`config.mk`:
```
export PLATFORM = sky130hd
export DESIGN_NAME = oidl_back_flat
export DESIGN_NICKNAME = d
export VERILOG_FILES = /design/src/rtl/core/oidl_pkg.sv /design/src/rtl/core/oidl_chan_if.sv /design/src/rtl/core/oidl_back.sv /design/src/flat_wrapper.sv
export SDC_FILE = /design/constraint.sdc
export NUM_CORES = 1
export LEC_CHECK = 0
export BUFFER_PORTS_ARGS = -buffer_cell sky130_fd_sc_hd__buf_4
export CORE_ASPECT_RATIO = 2
export CORE_MARGIN = 2
export CORE_UTILIZATION = 61
export CTS_CLUSTER_SIZE = 14
export DETAILED_ROUTE_END_ITERATION = 12
export GPL_TIMING_DRIVEN = 0
export MAX_ROUTING_LAYER = met4
export PLACE_DENSITY = 0.91
export SYNTH_ARGS = -nofsm -noshare
export SYNTH_HDL_FRONTEND = slang
export SYNTH_SLANG_ARGS = --single-unit
```
`constraint.sdc`:
```
create_clock -name clk -period 12.3 [get_ports clk]
set_input_delay 1.845 -clock clk [delete_from_list [all_inputs] [get_ports clk]]
set_output_delay 1.845 -clock clk [all_outputs]
set_load 0.05 [all_outputs]
```
`src/rtl/core/oidl_pkg.sv`:
```
// Package of shared types, constants and character helpers for the operator-ID checker.
`timescale 1ns / 1ps

package oidl_pkg;

  // Radix of the check-character alphabet.
  localparam int unsigned BASE = 36;
  // Position of the stored check character within the ID.
  localparam logic [4:0] POS_CHECK = 5'd15;
  // Position of the final character of a well-formed sequence.
  localparam logic [4:0] POS_FINAL = 5'd18;
  // Saturation value of the character counter.
  localparam logic [4:0] POS_MAX = 5'd31;
  // Default depth of the queue between the front and back parts.
  localparam int unsigned QUEUE_DEPTH_DEFAULT = 2;

  // Weight codes for a character.
  typedef enum logic [1:0] {
    WEIGHT_NONE = 2'd0,
    WEIGHT_ONE  = 2'd1,
    WEIGHT_TWO  = 2'd2
  } oidl_weight_t;

  // One classified character as handed from the front to the back.
  typedef struct packed {
    logic [5:0] contrib;    // quotient plus remainder by 36 of the weighted digit
    logic       is_check;   // character sits at the check-character position
    logic [7:0] char_code;  // raw character, kept for the check comparison
    logic       last;       // final character of the sequence
    logic       length_ok;  // sequence length was exactly nineteen
  } oidl_entry_t;

  // Map an ASCII character to a base-36 digit; anything else gives zero.
  function automatic logic [5:0] char_to_digit(input logic [7:0] c);
    logic [7:0] d;
    begin
      d = 8'd0;
      if (c >= 8'h30 && c <= 8'h39) begin
        d = c - 8'h30;
      end else if (c >= 8'h61 && c <= 8'h7a) begin
        d = c - 8'h57;
      end else if (c >= 8'h41 && c <= 8'h5a) begin
        d = c - 8'h37;
      end
      return d[5:0];
    end
  endfunction

  // Map a value from 1 to 36 to its check character, with 36 printed as zero.
  function automatic logic [7:0] digit_to_char(input logic [5:0] v);
    logic [7:0] c;
    begin
      if (v <= 6'd9) begin
        c = 8'h30 + {2'b00, v};
      end else if (v < 6'(BASE)) begin
        c = 8'h57 + {2'b00, v};
      end else begin
        c = 8'h30;
      end
      return c;
    end
  endfunction

endpackage

```
`src/rtl/core/oidl_chan_if.sv`:
```


interface oidl_out_if;
  logic       valid;
  logic       ready;
  logic       valid_res;
  logic       length_ok;
  logic [7:0] check_char;

  modport source (output valid, output valid_res, output length_ok, output check_char,
                  input ready);
  modport sink (input valid, input valid_res, input length_ok, input check_char,
                output ready);
endinterface

```
`src/rtl/core/oidl_back.sv`:
```
// Back part: accumulates the digit sum and registers the result beat.
`timescale 1ns / 1ps

module oidl_back (
  input  logic                  clk,
  input  logic                  rst_n,
  input  logic                  pop_valid,
  input  oidl_pkg::oidl_entry_t pop_entry,
  output logic                  pop_ready,
  oidl_out_if.source            out_chan
);
  import oidl_pkg::*;

  logic [5:0] sum_r;
  logic [5:0] sum_nxt;
  logic [7:0] exp_r;
  logic [7:0] exp_nxt;
  logic       out_valid_r;
  logic       out_valid_nxt;
  logic       res_valid_r;
  logic       res_len_r;
  logic [7:0] res_chk_r;
  logic       out_free;
  logic       pop;
  logic       finish;
  logic [6:0] sum_add;
  logic [5:0] sum_new;
  logic [7:0] exp_new;
  logic [7:0] chk;

  // Only the final beat needs room in the output register.
  assign out_free  = !out_valid_r || out_chan.ready;
  assign pop_ready = !pop_entry.last || out_free;
  assign pop       = pop_valid && pop_ready;
  assign finish    = pop && pop_entry.last;

  // Sum kept modulo 36; both terms stay below 36, so one subtraction suffices.
  assign sum_add = {1'b0, sum_r} + {1'b0, pop_entry.contrib};
  assign sum_new = (sum_add >= 7'(BASE)) ? 6'(sum_add - 7'(BASE)) : sum_add[5:0];
  assign exp_new = pop_entry.is_check ? pop_entry.char_code : exp_r;
  assign chk     = digit_to_char(6'(BASE) - sum_new);

  // Accumulator state, cleared after the final beat.
  always_comb begin
    sum_nxt       = sum_r;
    exp_nxt       = exp_r;
    out_valid_nxt = out_valid_r;
    if (out_chan.ready) begin
      out_valid_nxt = 1'b0;
    end
    if (finish) begin
      sum_nxt       = 6'd0;
      exp_nxt       = 8'd0;
      out_valid_nxt = 1'b1;
    end else if (pop) begin
      sum_nxt = sum_new;
      exp_nxt = exp_new;
    end
  end

  always_ff @(posedge clk) begin
    if (!rst_n) begin
      sum_r       <= 6'd0;
      exp_r       <= 8'd0;
      out_valid_r <= 1'b0;
    end else begin
      sum_r       <= sum_nxt;
      exp_r       <= exp_nxt;
      out_valid_r <= out_valid_nxt;
    end
  end

  // Result payload register.
  always_ff @(posedge clk) begin
    if (finish) begin
      res_len_r   <= pop_entry.length_ok;
      res_chk_r   <= chk;
      res_valid_r <= pop_entry.length_ok && (exp_new == chk);
    end
  end

  assign out_chan.valid      = out_valid_r;
  assign out_chan.valid_res  = res_valid_r;
  assign out_chan.length_ok  = res_len_r;
  assign out_chan.check_char = res_chk_r;

  a_sum_range: assert property (@(posedge clk) disable iff (!rst_n)
    sum_r < 6'(BASE))
    else $error("digit sum left its modulo range");

  a_result_follows: assert property (@(posedge clk) disable iff (!rst_n)
    finish |=> out_valid_r)
    else $error("final beat gave no result");

  a_clear_after_final: assert property (@(posedge clk) disable iff (!rst_n)
    finish |=> sum_r == 6'd0 && exp_r == 8'd0)
    else $error("accumulator not cleared after the final beat");

  a_valid_implies_len: assert property (@(posedge clk) disable iff (!rst_n)
    out_valid_r && res_valid_r |-> res_len_r)
    else $error("result marked valid without correct length");

endmodule

```
`src/flat_wrapper.sv`:
```
// flat-port wrapper written by rule: the top's interface ports become plain ports
module oidl_back_flat import oidl_pkg::*;
  (clk, rst_n, pop_valid, pop_entry, pop_ready, out_chan_valid, out_chan_valid_res, out_chan_length_ok, out_chan_check_char, out_chan_ready);
  oidl_out_if out_chan_i ();
  input  logic clk;
  input  logic rst_n;
  input  logic pop_valid;
  input  oidl_pkg::oidl_entry_t pop_entry;
  output logic pop_ready;
  output wire logic [$bits(out_chan_i.valid)-1:0] out_chan_valid;
  output wire logic [$bits(out_chan_i.valid_res)-1:0] out_chan_valid_res;
  output wire logic [$bits(out_chan_i.length_ok)-1:0] out_chan_length_ok;
  output wire logic [$bits(out_chan_i.check_char)-1:0] out_chan_check_char;
  input wire logic [$bits(out_chan_i.ready)-1:0] out_chan_ready;
  assign out_chan_valid = out_chan_i.valid;
  assign out_chan_valid_res = out_chan_i.valid_res;
  assign out_chan_length_ok = out_chan_i.length_ok;
  assign out_chan_check_char = out_chan_i.check_char;
  assign out_chan_i.ready = out_chan_ready;
  oidl_back u_core (.clk(clk), .rst_n(rst_n), .pop_valid(pop_valid), .pop_entry(pop_entry), .pop_ready(pop_ready), .out_chan(out_chan_i));
endmodule
```
==> impl_metrics.ini, run 1 <==
[run_status]
status = finished, final reports clean

[clock_tree]
clk_pin_slew_ns = 0.10
cts_inserted_buffers = 3
cts_setup_buffers = 0
ctsRootBufferMaster = clkbuf_8
clkSinkCount = 25
clkLatencyLatePin_ns = 0.28
htreeDepth = 1
cts_tree = yes
ctsHoldBuffers = 0
cts_resized = 0
clockBufferDepth = 2

[power]
leakage_uw = 0.000942
ir_drop_mv = 0.103
power.density_nw_per_um2 = 166

[drt]
drc = 0
dr.pass1.iters = 5
drtIter0Drc = 46
routed_wl_um = 5000
num_vias = 1926
vias_per_cell = 6.51
wl_per_cell_um = 16.9
antenna_left = 0

[sta]
relSlewSlack = 0.551
tns_ns = 0
hold_violations = 0
min_period_ns = 6.08
fin_skew_ns = 0.0154
fmax_mhz = 164
setup_viol = 0
period_share = 0.494
worst_pin_slew_ns = 0.674
grt_setup_unrepaired = false
setup_slack_ns = 6.22
drv_slew = 0

[critical_path]
worstSetupPathType = in -> reg
arrival_ns = 6.17
r2r-end = u_core.out_chan.valid_res
r2r-start = u_core.sum_r[1]
rr_worst_depth = 17
worstSetupEndpointType = flip-flop
path_max_fanout = 9
r2r_slack_ns = 7.57
start_kind = primary input
required_ns = 12.38

[final_layout]
num-nets-final = 298
final_cell_mix = buf_4 (31), nand2_1 (24), nor2_1 (24)
fill_cells = 275
area_growth_pct = 15.7
antenna_cells = 0
mostFrequentLayoutCell = buf_4
multi_input_area_um2 = 1380
drive_gt1_frac = 0.245
seqCellArea_um2 = 601

[min_path]
hold_depth = 2
hold-path-endpoint = u_core.exp_r[5]
min-delay-path-class = reg -> reg
min_from = u_core.exp_r[5]

[synthesis]
synth.avg_cell_area_um2 = 8.91
yosys_warnings = 0
synthTopCellsByArea = dfxtp_1 (15%), edfxtp_1 (15%), ha_1 (6.1%)
ys_ff_latch = 25
seq_area_frac_synth = 0.293
async_flop_share = 0
synth-edff-count = 10
synth_nets = 262
synthDistinctLibCells = 68
syn-instance-count = 230
yosys_most_used_dff = dfxtp_1
syn_area_um2 = 2050
synth_top_area_frac = 0.147
synth_top_cell_by_area = dfxtp_1

[floorplanning]
die_h_um = 85.9
die_w_um = 45.0
placementRows = 29
core_um2 = 3190
ios = 33
die_area_um2 = 3870
initial_utilization = 0.641

[placed_design]
port_buffers = 31
hpwlAfterDp_um = 3900
gp_congestion = 0.910
place_ws_ns = 5.94

[global_routing]
grt_pass1_wl_um = 8760
grt_start_max_net_pins = 17
grt_usage = 0.307
overflow = 0
antenna_found_initial = 0
grt_pass1_vias = 2024

[run]
maxCapViolations = 0
==> cell type report <==
| class | instances | area share |
|---|---|---|
| Inverter | 9 | 0.0143 |
| Timing Repair Buffer | 31 | 0.0982 |
| Clock inverter | 1 | 0.00370 |
| Clock buffer | 3 | 0.0174 |
| Multi-Input combinational cell | 187 | 0.582 |
| Sequential cell | 25 | 0.253 |
| Tap cell | 31 | 0.0164 |
| Buffer | 9 | 0.0148 |
==> power by group <==
part	total [µW]	internal [µW]	leakage [µW]	switching, µW
clock	51.6	23.8	0.0000261	27.8
sequential	103	99.8	0.000214	3.11
combinational	239	91.9	0.000702	147
==> Yosys cell counts (3+ instances only) <==
library cell and instances:
o21ai_1 3, nand3_1 11, clkbuf_1 6, mux2_2 3, a211oi_1 6, nand2_1 24, inv_1 8, nor4_1 3
nor2_1 24, nand4_1 4, nor3b_1 3, a31oi_1 3, a21oi_1 17, mux2i_1 8, a21oi_2 3, dfxtp_1 15
o21ai_0 5, xnor2_1 8, edfxtp_1 10, ha_1 10
==> registers in the layout, indices dropped and copies added, names as in the netlist <==
signal and count:
u_core.sum_r 6, u_core.out_chan.valid_res 1, u_core.out_chan.check_char 8, u_core.exp_r 8, u_core.out_chan.length_ok 1, u_core.out_chan.valid 1
==> metal layers <==
metal | vias to the layer above | part of all wire | GRT usage
li1 | 926 | - | -
met1 | 921 | 0.34 | 0.275
met2 | 58 | 0.58 | 0.557
met3 | 21 | 0.032 | 0.0400
met4 | 0 | 0.047 | 0.195
met5 | - | 0 | -
==> cell families (layout without fill, tap and decap cells) <==
group | after synthesis | in the layout | share of synthesized area
simple gates | 88 | 88 | 0.228
compound gates | 62 | 62 | 0.240
buf+inv | 18 | 53 | 0.0336
xor+xnor | 12 | 12 | 0.0623
fa+ha+maj | 11 | 11 | 0.0709
flops | 25 | 25 | 0.293
other cells | 1 | 1 | 0.00183
mux | 13 | 13 | 0.0696
==> metrics by stage <==
stage	cell area, µm²	instances	total power, µW	utilization	hold slack [ns]
6_report	2370	296	394	0.742	0.458
5_1_grt	2370	296	418	0.742	0.490
3_3_place_gp	2320	292	332	0.726	0.439
4_1_cts	2370	296	390	0.742	0.462
3_5_place_dp	2320	292	337	0.726	0.448
2_1_floorplan	2050	230	290	-	0.434
==> worst max path at each step <==
stage,slack (ns),endpoint,depth (start not counted),from
after floorplan,6.58,u_core.out_chan.valid_res,17,pop_entry[12]
after global placement,6.04,u_core.out_chan.valid_res,18,pop_entry[12]
after detailed placement,5.94,u_core.out_chan.valid_res,18,pop_entry[12]
after CTS,6.21,u_core.out_chan.valid_res,18,pop_entry[12]
after global routing,5.83,u_core.out_chan.valid_res,18,pop_entry[12]
final,6.22,u_core.out_chan.valid_res,18,pop_entry[12]
==> worst max-delay path, stage by stage <==
cell	delay [ns]
buf_4	0.11
ha_1	0.29
a211oi_2	0.30
nor2_1	0.12
xor2_2	0.31
inv_1	0.19
ha_1	0.23
nand2_1	0.08
nand2_2	0.08
o311ai_2	0.40
o211ai_4	0.18
nor3_2	0.30
nor4bb_1	0.52
o311ai_4	0.22
and3_4	0.24
mux2_4	0.26
xnor2_1	0.14
a2111oi_2	0.32
(Power assumes the default switching activity.)
==> run 2, diff against run 1 <==
Settings changed: CORE_UTILIZATION 61 to 51, PLACE_DENSITY 0.91 to 0.82.
Clock period 12.3 ns to 5.55 ns, I/O delays scaled along.
==> run 2 against run 1 <==
  * Register-to-register slack worse by 6.7 ns
  * Setup slack lost 5.7 ns
  * Clock power rose by 120%
  * First-iteration DRC count is 100% higher
  * Total power grew 120%
  * Combinational power increased by 120%
  * Sequential share of layout area down 0.24 points
==> impl_metrics.ini, run 2 (same netlist as run 1, synthesis figures left out) <==
[global_routing]
use_met3 = 0.0192
grt_pass1_wl_um = 8360
grt.met2_usage = 0.462
met1_usage = 0.208
busiest_layer = met2
overflow = 0
antenna_found_initial = 0
grt_start_max_net_pins = 16
grt_pass1_vias = 1880
grt_usage = 0.239

[critical_path]
worstSetupPathType = in -> reg
rr_worst_depth = 17
r2r_slack_ns = 0.87
required_ns = 5.62
start_kind = primary input
r2r-start = u_core.sum_r[1]
path_max_fanout = 9
arrival_ns = 5.09
r2r-end = u_core.out_chan.valid_res
worstSetupEndpointType = flip-flop

[clock_tree]
clkSinkCount = 25
cts_resized = 0
htreeDepth = 1
cts_setup_buffers = 0
cts_tree = yes
ctsHoldBuffers = 0
clk_pin_slew_ns = 0.10
cts_inserted_buffers = 3
ctsRootBufferMaster = clkbuf_8
clkLatencyLatePin_ns = 0.27
clockBufferDepth = 2

[sta]
min_period_ns = 5.02
fmax_mhz = 199
relSlewSlack = 0.569
grt_setup_unrepaired = false
tns_ns = 0
setup_viol = 0
period_share = 0.905
worst_pin_slew_ns = 0.628
drv_slew = 0
setup_slack_ns = 0.527
fin_skew_ns = 0.0113
hold_violations = 0
worst_hold_slack_ns = 0.460

[floorplanning]
ios = 33
core_um2 = 3840
die_w_um = 48.8
die_area_um2 = 4570
die_h_um = 93.6
placementRows = 32
initial_utilization = 0.533

[drt]
antenna_left = 0
drc = 0
vias_per_cell = 6.01
drtIter0Drc = 94
routed_wl_um = 5020
wl_per_cell_um = 15.9
dr.pass1.iters = 4
num_vias = 1899

[power]
p_sw_frac = 0.448
ir_drop_mv = 0.191
switchingPower_uw = 386
leakage_uw = 0.000942
p_seq_frac = 0.265
power_frac_comb = 0.607
power.density_nw_per_um2 = 361
internal_power_uw = 476
power_frac_clock = 0.129

[final_layout]
final_cell_mix = buf_4 (31), nand2_1 (24), nor2_1 (24)
mostFrequentLayoutCell = buf_4
area_growth_pct = 16.8
antenna_cells = 0
final_cells = 316
num-nets-final = 298
drive_gt1_frac = 0.245

[min_path]
min-delay-path-class = reg -> reg
hold_depth = 2
hold-path-endpoint = u_core.exp_r[7]
min_from = u_core.exp_r[7]

[placed_design]
place_ws_ns = 0.246
dp.cells = 312
port_buffers = 31
hpwlAfterDp_um = 4040
gp_congestion = 0.882

[run]
maxCapViolations = 0

[run_status]
status = finished, final reports clean
==> run 2: changes by cell type in the layout (fill, tap and decap cells not counted) <==
cell | before | now
inv_4 | 0 | 1
inv_6 | 1 | 0
==> run 2: power by group through the flow <==
stage	Combinational (µW)	Sequential, µW	Clock, µW
3_5_place_dp	515	232	0
3_3_place_gp	503	231	0
5_1_grt	568	230	115
2_1_floorplan	367	274	0
6_report	523	228	111
4_1_cts	518	228	109
==> run 2: critical path: stages <==
cell	delay [ns]
buf_4	0.11
ha_1	0.29
a211oi_2	0.32
nor2_1	0.12
xor2_2	0.31
inv_1	0.18
ha_1	0.23
nand2_1	0.08
nand2_2	0.08
o311ai_2	0.39
o211ai_4	0.19
nor3_2	0.24
nor4bb_1	0.49
o311ai_4	0.23
and3_4	0.24
mux2_4	0.26
xnor2_1	0.14
a2111oi_2	0.34
==> run 2: how the worst max path moves through the flow <==
| stage | from | end | slack, ns | cells after the start |
|---|---|---|---|---|
| after floorplan | pop_entry[12] | u_core.out_chan.valid_res | 0.84 | 17 |
| after global placement | pop_entry[12] | u_core.out_chan.valid_res | 0.36 | 18 |
| after detailed placement | pop_entry[12] | u_core.out_chan.valid_res | 0.25 | 18 |
| after CTS | pop_entry[12] | u_core.out_chan.valid_res | 0.52 | 18 |
| after global routing | pop_entry[12] | u_core.out_chan.valid_res | 0.20 | 18 |
| final | pop_entry[12] | u_core.out_chan.valid_res | 0.53 | 18 |
==> run 2: area by class of cell <==
cell class | count | area [µm²]
Tap cell | 51 | 63.8
Timing Repair Buffer | 31 | 233
Buffer | 9 | 35.0
Multi-Input combinational cell | 187 | 1380
Clock buffer | 3 | 41.3
Sequential cell | 25 | 601
Clock inverter | 1 | 6.26
Fill cell | 352 | 1450
Inverter | 9 | 33.8
==> run 2: per-stage QoR <==
| step | total power [µW] | utilization | cell area, µm² |
|---|---|---|---|
| after floorplan | 642 | - | 2050 |
| after global placement | 734 | 0.610 | 2340 |
| after detailed placement | 747 | 0.610 | 2340 |
| after CTS | 855 | 0.622 | 2390 |
| after global routing | 914 | 0.622 | 2390 |
| final | 862 | 0.622 | 2390 |
==> run 2: layer usage <==
metal	routed length, µm	vias to the layer above
met1	1710	884
met2	2900	61
met3	145	26
li1	-	928
met5	0	-
met4	265	0
==> run 3, diff against run 2 <==
Settings changed: BUFFER_PORTS_ARGS -buffer_cell sky130_fd_sc_hd__buf_4 to -buffer_cell sky130_fd_sc_hd__buf_2.
==> run 3 against run 2 <==
  * Die area is the same
  * Sequential power hardly changed
  * Fmax is 0.41% higher
  * Cell area shrank 3.3%
==> impl_metrics.ini, run 3 (same netlist as run 1, synthesis figures left out) <==
[clock_tree]
clk_pin_slew_ns = 0.09
cts_setup_buffers = 0
clkLatencyLatePin_ns = 0.28
htreeDepth = 1
clockBufferDepth = 2
ctsRootBufferMaster = clkbuf_8
clkSinkCount = 25
ctsHoldBuffers = 0
cts_inserted_buffers = 3
cts_tree = yes
cts_resized = 0

[final_layout]
final_cell_mix = buf_2 (32), nand2_1 (24), nor2_1 (24)
final_util = 0.602
area_growth_pct = 13.0
final_cells = 316
mostFrequentLayoutCell = buf_2
fill_cells = 360
num-nets-final = 298
antenna_cells = 0
drive_gt1_frac = 0.245

[critical_path]
worstSetupEndpointType = flip-flop
worstSetupPathType = in -> reg
arrival_ns = 5.09
r2r-end = u_core.out_chan.valid_res
r2r-start = u_core.sum_r[1]
r2r_slack_ns = 0.87
path_max_fanout = 9
required_ns = 5.63
rr_worst_depth = 17
start_kind = primary input

[power]
p_seq_frac = 0.269
p_sw_frac = 0.450
switchingPower_uw = 380
power_frac_comb = 0.605
leakage_uw = 0.000914
ir_drop_mv = 0.221
power_frac_clock = 0.126
power.density_nw_per_um2 = 365
internal_power_uw = 464

[sta]
hold_violations = 0
grt_setup_unrepaired = false
fin_skew_ns = 0.0105
period_share = 0.901
drv_slew = 0
worst_pin_slew_ns = 0.686
setup_viol = 0
relSlewSlack = 0.538
fmax_mhz = 200
tns_ns = 0
min_period_ns = 5.00

[global_routing]
grt_pass1_wl_um = 7890
grt_usage = 0.227
grt_pass1_vias = 1813
antenna_found_initial = 0
grt_start_max_net_pins = 15
overflow = 0

[placed_design]
port_buffers = 31
hpwlAfterDp_um = 3880
gp_congestion = 0.902
dp.cells = 312

[drt]
routed_wl_um = 4740
num_vias = 1870
antenna_left = 0
dr.pass1.iters = 4
vias_per_cell = 5.92
drtIter0Drc = 46
drc = 0
wl_per_cell_um = 15.0

[floorplanning]
initial_utilization = 0.533
ios = 33
die_w_um = 48.8
die_area_um2 = 4570
placementRows = 32
die_h_um = 93.6
core_um2 = 3840

[min_path]
hold_depth = 2
hold-path-endpoint = u_core.exp_r[4]
min-delay-path-class = reg -> reg
min_from = u_core.exp_r[4]

[run]
maxCapViolations = 0

[run_status]
status = finished, final reports clean
==> run 3: changes by cell type in the layout (fill, tap and decap cells not counted), sizes merged <==
cell	previous run	this run
clkinv	0	1
inv	10	9
==> run 3: how the worst max path moves through the flow <==
stage,from,end,slack (ns),depth (start not counted)
finish,pop_entry[12],u_core.out_chan.valid_res,0.55,18
global route,pop_entry[12],u_core.out_chan.valid_res,0.24,18
CTS,pop_entry[12],u_core.out_chan.valid_res,0.55,18
detailed placement,pop_entry[12],u_core.out_chan.valid_res,0.27,18
global placement,pop_entry[12],u_core.out_chan.valid_res,0.37,18
floorplan,pop_entry[12],u_core.out_chan.valid_res,0.84,17
==> run 3: layout make-up <==
type	count	area [µm²]	share of cell area
Clock inverter	1	5.00	0.00216
Buffer	9	35.0	0.0151
Clock buffer	3	41.3	0.0178
Inverter	9	33.8	0.0146
Multi-Input combinational cell	187	1380	0.596
Sequential cell	25	601	0.260
Tap cell	51	63.8	0.0276
Timing Repair Buffer	31	155	0.0671
==> run 3: power by group through the flow <==
stage	Sequential [µW]	Clock, µW	Combinational, µW
floorplan	274	0	367
global placement	231	0	492
detailed placement	231	0	504
CTS	227	107	506
global route	229	116	553
finish	227	106	511
==> run 3: worst max-delay path, cell delays in order <==
cell and delay (ns):
buf_2 0.11, ha_1 0.29, a211oi_2 0.32, nor2_1 0.12, xor2_2 0.31, inv_1 0.19
ha_1 0.23, nand2_1 0.08, nand2_2 0.08, o311ai_2 0.40, o211ai_4 0.19, nor3_2 0.25
nor4bb_1 0.49, o311ai_4 0.22, and3_4 0.24, mux2_4 0.26, xnor2_1 0.14, a2111oi_2 0.32
==> run 3: per-stage QoR <==
step           total power, µW  instance area, µm²  worst slack, ns  hold WS [ns]
2_1_floorplan              642                2050            0.840         0.434
3_3_place_gp               723                2270            0.365         0.440
3_5_place_dp               735                2270            0.272         0.450
4_1_cts                    840                2310            0.553         0.463
5_1_grt                    899                2310            0.243         0.482
6_report                   844                2310            0.547         0.462
==> run 3: routing by layer <==
layer  wire length [µm]  GRT usage  share of wire  vias to the layer above
met4                249      0.162          0.053                        0
met2               2710      0.442           0.57                       49
met1               1670      0.196           0.35                      877
met5                  0          -              0                        -
met3                113     0.0192          0.024                       20
li1                   -          -              -                      924
